`config.mk`:
```
export PLATFORM = sky130hd
export DESIGN_NAME = apidx_ctrl
export DESIGN_NICKNAME = d
export VERILOG_FILES = /design/src/rtl/apidx_pkg.sv /design/src/rtl/apidx_ctrl.sv
export SDC_FILE = /design/constraint.sdc
export NUM_CORES = 1
export LEC_CHECK = 0
export ABC_AREA = 1
export ABC_CLOCK_PERIOD_IN_PS = 1600
export BUFFER_PORTS_ARGS = -buffer_cell sky130_fd_sc_hd__buf_2
export CAP_MARGIN = 30
export CORE_AREA = 4 4 41 43
export CTS_CLUSTER_SIZE = 20
export DETAILED_ROUTE_END_ITERATION = 12
export DIE_AREA = 0 0 45 47
export GPL_TIMING_DRIVEN = 0
export PLACE_DENSITY = 0.35
export SYNTH_ARGS = -nofsm -noshare
export SYNTH_HDL_FRONTEND = slang
export SYNTH_SLANG_ARGS = --single-unit
```
`constraint.sdc`:
```
create_clock -name i_clk -period 1.6 [get_ports i_clk]
set_input_delay 0 -clock i_clk [delete_from_list [all_inputs] [get_ports i_clk]]
set_output_delay 0 -clock i_clk [all_outputs]
set_load 0.05 [all_outputs]
```
`src/rtl/apidx_pkg.sv`:
```
// Package for the adaptive palette indexer.
// Holds field widths, default sizing and the controller/datapath command and status types.
// No dependencies.
package apidx_pkg;

    // Fixed field widths of the item and result beats.
    localparam int COLOR_W = 24;
    localparam int INDEX_W = 8;
    localparam int USED_W  = 9;

    // Default palette depth.
    localparam int PALETTE_ENTRIES_DEF = 256;

    // Commands from the controller to the datapath.
    typedef struct packed {
        logic start;    // capture the item and apply restart
        logic scan;     // issue the next palette read
        logic resolve;  // settle hit, append or overflow
        logic publish;  // load the output register
    } t_dp_cmd;

    // Status from the datapath to the controller.
    typedef struct packed {
        logic ovf;        // overflow flag is set
        logic hit;        // the compared entry matches the color
        logic exhausted;  // all filled entries compared without a match
        logic out_free;   // output register can take a new beat
    } t_dp_status;

endpackage

```
`src/rtl/apidx_ctrl.sv`:
```
// Controller state machine of the adaptive palette indexer.
// Sequences capture, palette scan, resolve and output; depends on apidx_pkg.
module apidx_ctrl
    import apidx_pkg::*;
(
    input  logic       i_clk,
    input  logic       i_rst_n,
    input  logic       i_valid,
    output logic       o_ready,
    input  t_dp_status i_status,
    output t_dp_cmd    o_cmd
);

    typedef enum logic [1:0] {
        ST_IDLE,
        ST_SEARCH,
        ST_RESULT
    } t_state;

    t_state r_state;
    t_state n_state;

    // Next state and datapath commands.
    always_comb begin
        n_state = r_state;
        o_cmd   = '0;
        unique case (r_state)
            ST_IDLE: begin
                if (i_valid) begin
                    o_cmd.start = 1'b1;
                    n_state     = ST_SEARCH;
                end
            end
            ST_SEARCH: begin
                if (i_status.ovf || i_status.hit || i_status.exhausted) begin
                    o_cmd.resolve = 1'b1;
                    n_state       = ST_RESULT;
                end else begin
                    o_cmd.scan = 1'b1;
                end
            end
            ST_RESULT: begin
                if (i_status.out_free) begin
                    o_cmd.publish = 1'b1;
                    n_state       = ST_IDLE;
                end
            end
            default: begin
                n_state = ST_IDLE;
            end
        endcase
    end

    // State register.
    always_ff @(posedge i_clk) begin
        if (!i_rst_n) begin
            r_state <= ST_IDLE;
        end else begin
            r_state <= n_state;
        end
    end

    // A new item beat is taken only between items.
    assign o_ready = (r_state == ST_IDLE);

endmodule

```
==> key figures <==
Routing
  • Drt via density: 3.30
  • Drt pass-1 iters: 1
  • Routed len/inst: 7.26 um
  • DR vias: 165
  • Final wirelength: 363 um
  • DRC viols: 0
  • Initial DRC Count: 0
  • Routed Antenna Nets: 0

Die
  • DIE AREA: 2120 um2
  • Core area: 1300 um2
  • DIE WIDTH: 45 um
  • Die height: 47 um
  • Initial Util: 10.3%
  • IO Pins: 12
  • Row cnt: 13

Clocking
  • Post CTS Setup Buffer Count: 0
  • Later-pin clock latency in the skew report: 0.22 ns
  • CTS Hold Bufs: 0
  • Root buf cell: clkbuf_4
  • Clock Tree Buf Depth: 2
  • CTS clk-pin slew, worst paths: 0.03 ns
  • TritonCTS buffer count: 3
  • H-tree levels: 1
  • Clock tree from TritonCTS: done
  • Post-CTS sizing: 0
  • Sink Count: 2

STA
  • Slew margin rel.: 83.3%
  • Least-Margin Pin Slew: 0.253 ns
  • Setup violators final: 0
  • Tcrit/Tclk final: 71.1%
  • Unrepaired setup endpoints after global routing: no
  • Final clock skew: 0.00452 ns
  • Fmax: 879 MHz
  • Final period demand of the worst path: 1.14 ns
  • Final Hold Vio Count: 0
  • Fin. max-slew vios: 0
  • Sum Neg Setup Slack: 0 ns

Critical path
  • CP max FO: 3
  • WS Path Type: flip-flop to output pin
  • Required time worst endpoint: 1.60 ns
  • Crit end category: output pin
  • CP Data Arrival Time: 1.14 ns
  • Worst Setup Start Kind: flip-flop

Yosys
  • Yosys warnings: 0
  • Sequential fraction of the synthesis area: 29.9%
  • Ys flop type: dfxtp_1
  • #FFs+latches synth: 2
  • Mapped Nets: 28
  • Top cell type by total area after synthesis: dfxtp_1
  • Area contributors post-synth: dfxtp_1 (30%), inv_1 (17%), a21oi_2 (13%), nand2_1 (11%), nor2_2 (9.3%)
  • Commonest cells in the netlist: inv_1 (6), nand2_1 (4)
  • Cells after Synth: 21
  • Asr flop ratio synth: 0%
  • Top cell type's share of synthesized area: 29.9%
  • Post-synth EDFFs: 0
  • Synth Area per Inst: 6.38 um2
  • Netlist cell types: 9
  • Most common cell in the netlist: inv_1
  • Synthesized area: 134 um2

Placed design
  • RePlAce Congestion: 0.657
  • Hpwl dp: 317 um
  • Port Buf Inserts: 11
  • Placed Cells: 47
  • Placed cell areas: 208 um2

Pwr
  • Internal cell power: 154 uW
  • Leak: 0.000141 uW
  • Switch Pwr: 75.8 uW
  • Final Power: 230 uW
  • Sequential power share: 24.7%
  • Comb power frac: 28.0%
  • Maximum vdd drop: 0.229 mV
  • Clock power frac: 47.4%
  • Switching part of the total: 33.0%
  • Power Density: 998 nW/um2

Layout
  • Largest register by flop count: r_state
  • Area grow syn2layout: 72.0%
  • N_diodes: 0
  • Nets: 44
  • Final instance area: 230 um2
  • Number of flip-flops in the largest register: 2
  • Final cell count without fillers: 50
  • Largest regs: r_state: 2 flops
  • Share of layout cells above drive strength 1: 57.1%

Status
  • Status: finished clean

Global routing
  • Overall global routing resource usage: 4.34%
  • Initial antenna violation count: 0
  • Vias in the first global route: 150
  • Largest net degree at the start of global routing: 5
  • First-pass GRT wire length: 552 um
  • Total gr overflow: 0

Job
  • Maxcap violations: 0

Min path
  • Hold/Removal Path Class: input pin to flip-flop
final timing paths:
check	end	slack, ns	from	cells past startpoint
min reg2reg	r_state[1]	0.55	r_state[1]	2
max reg2reg	r_state[1]	0.81	r_state[0]	4
min	r_state[1]	0.04	i_rst_n	3
max	o_cmd[1]	0.46	r_state[0]	5
final cells by class:
type,instances,area [um2]
repair buffers,11,55.1
inverters,7,26.3
well taps,15,18.8
clock buffers,3,22.5
fillers,168,1070
multi-input cells,12,67.6
flip-flops and latches,2,40.0
metal layers:
metal	vias up	track usage [%]	routed length, um
li1	89	-	-
met1	65	4.52	146
met2	9	4.80	152
met3	2	1.15	43
met4	0	8.77	20
met5	-	0	0
power by group through the flow:
stage / registers [uW] / logic (uW) / clock network, uW
after detailed placement: 57.4 / 65.6 / 0
after global placement: 57.4 / 65.5 / 0
after global routing: 57.2 / 70.0 / 119
final: 56.7 / 64.3 / 109
after floorplan: 57.1 / 47.9 / 0
after CTS: 56.8 / 65.8 / 113
through the flow:
stage,worst slack (ns),util [%],hold slack (ns)
detailed placement,0.685,16.0,0.263
finish,0.462,17.7,0.0352
CTS,0.441,17.7,0.0372
floorplan,0.321,-,0.156
global route,0.369,17.7,0.0563
global placement,0.679,16.0,0.263
worst max-delay path, stage by stage (launching register included):
cell and delay, ns:
dfxtp_1 0.34, inv_2 0.05, nor2_2 0.12, nand2_1 0.10, inv_1 0.05, buf_2 0.25
cell families after synthesis:
| kind of cell | share of synthesized area [%] |
|---|---|
| flip-flops | 29.9 |
| AND/OR/NAND/NOR | 37.4 |
| buffers and inverters | 19.6 |
| AO/OA/AOI/OAI | 13.1 |
cells in the final DEF (no fill, tap or decap):
cell type and n:
inv_2 1, a21oi_2 2, nand3_2 1, buf_2 11, nor2_2 2, dfxtp_1 2, nand2_1 4, clkbuf_4 3
inv_1 6, nor2_1 2, nand3_1 1
Note: power is estimated with default switching activity, not from simulation.
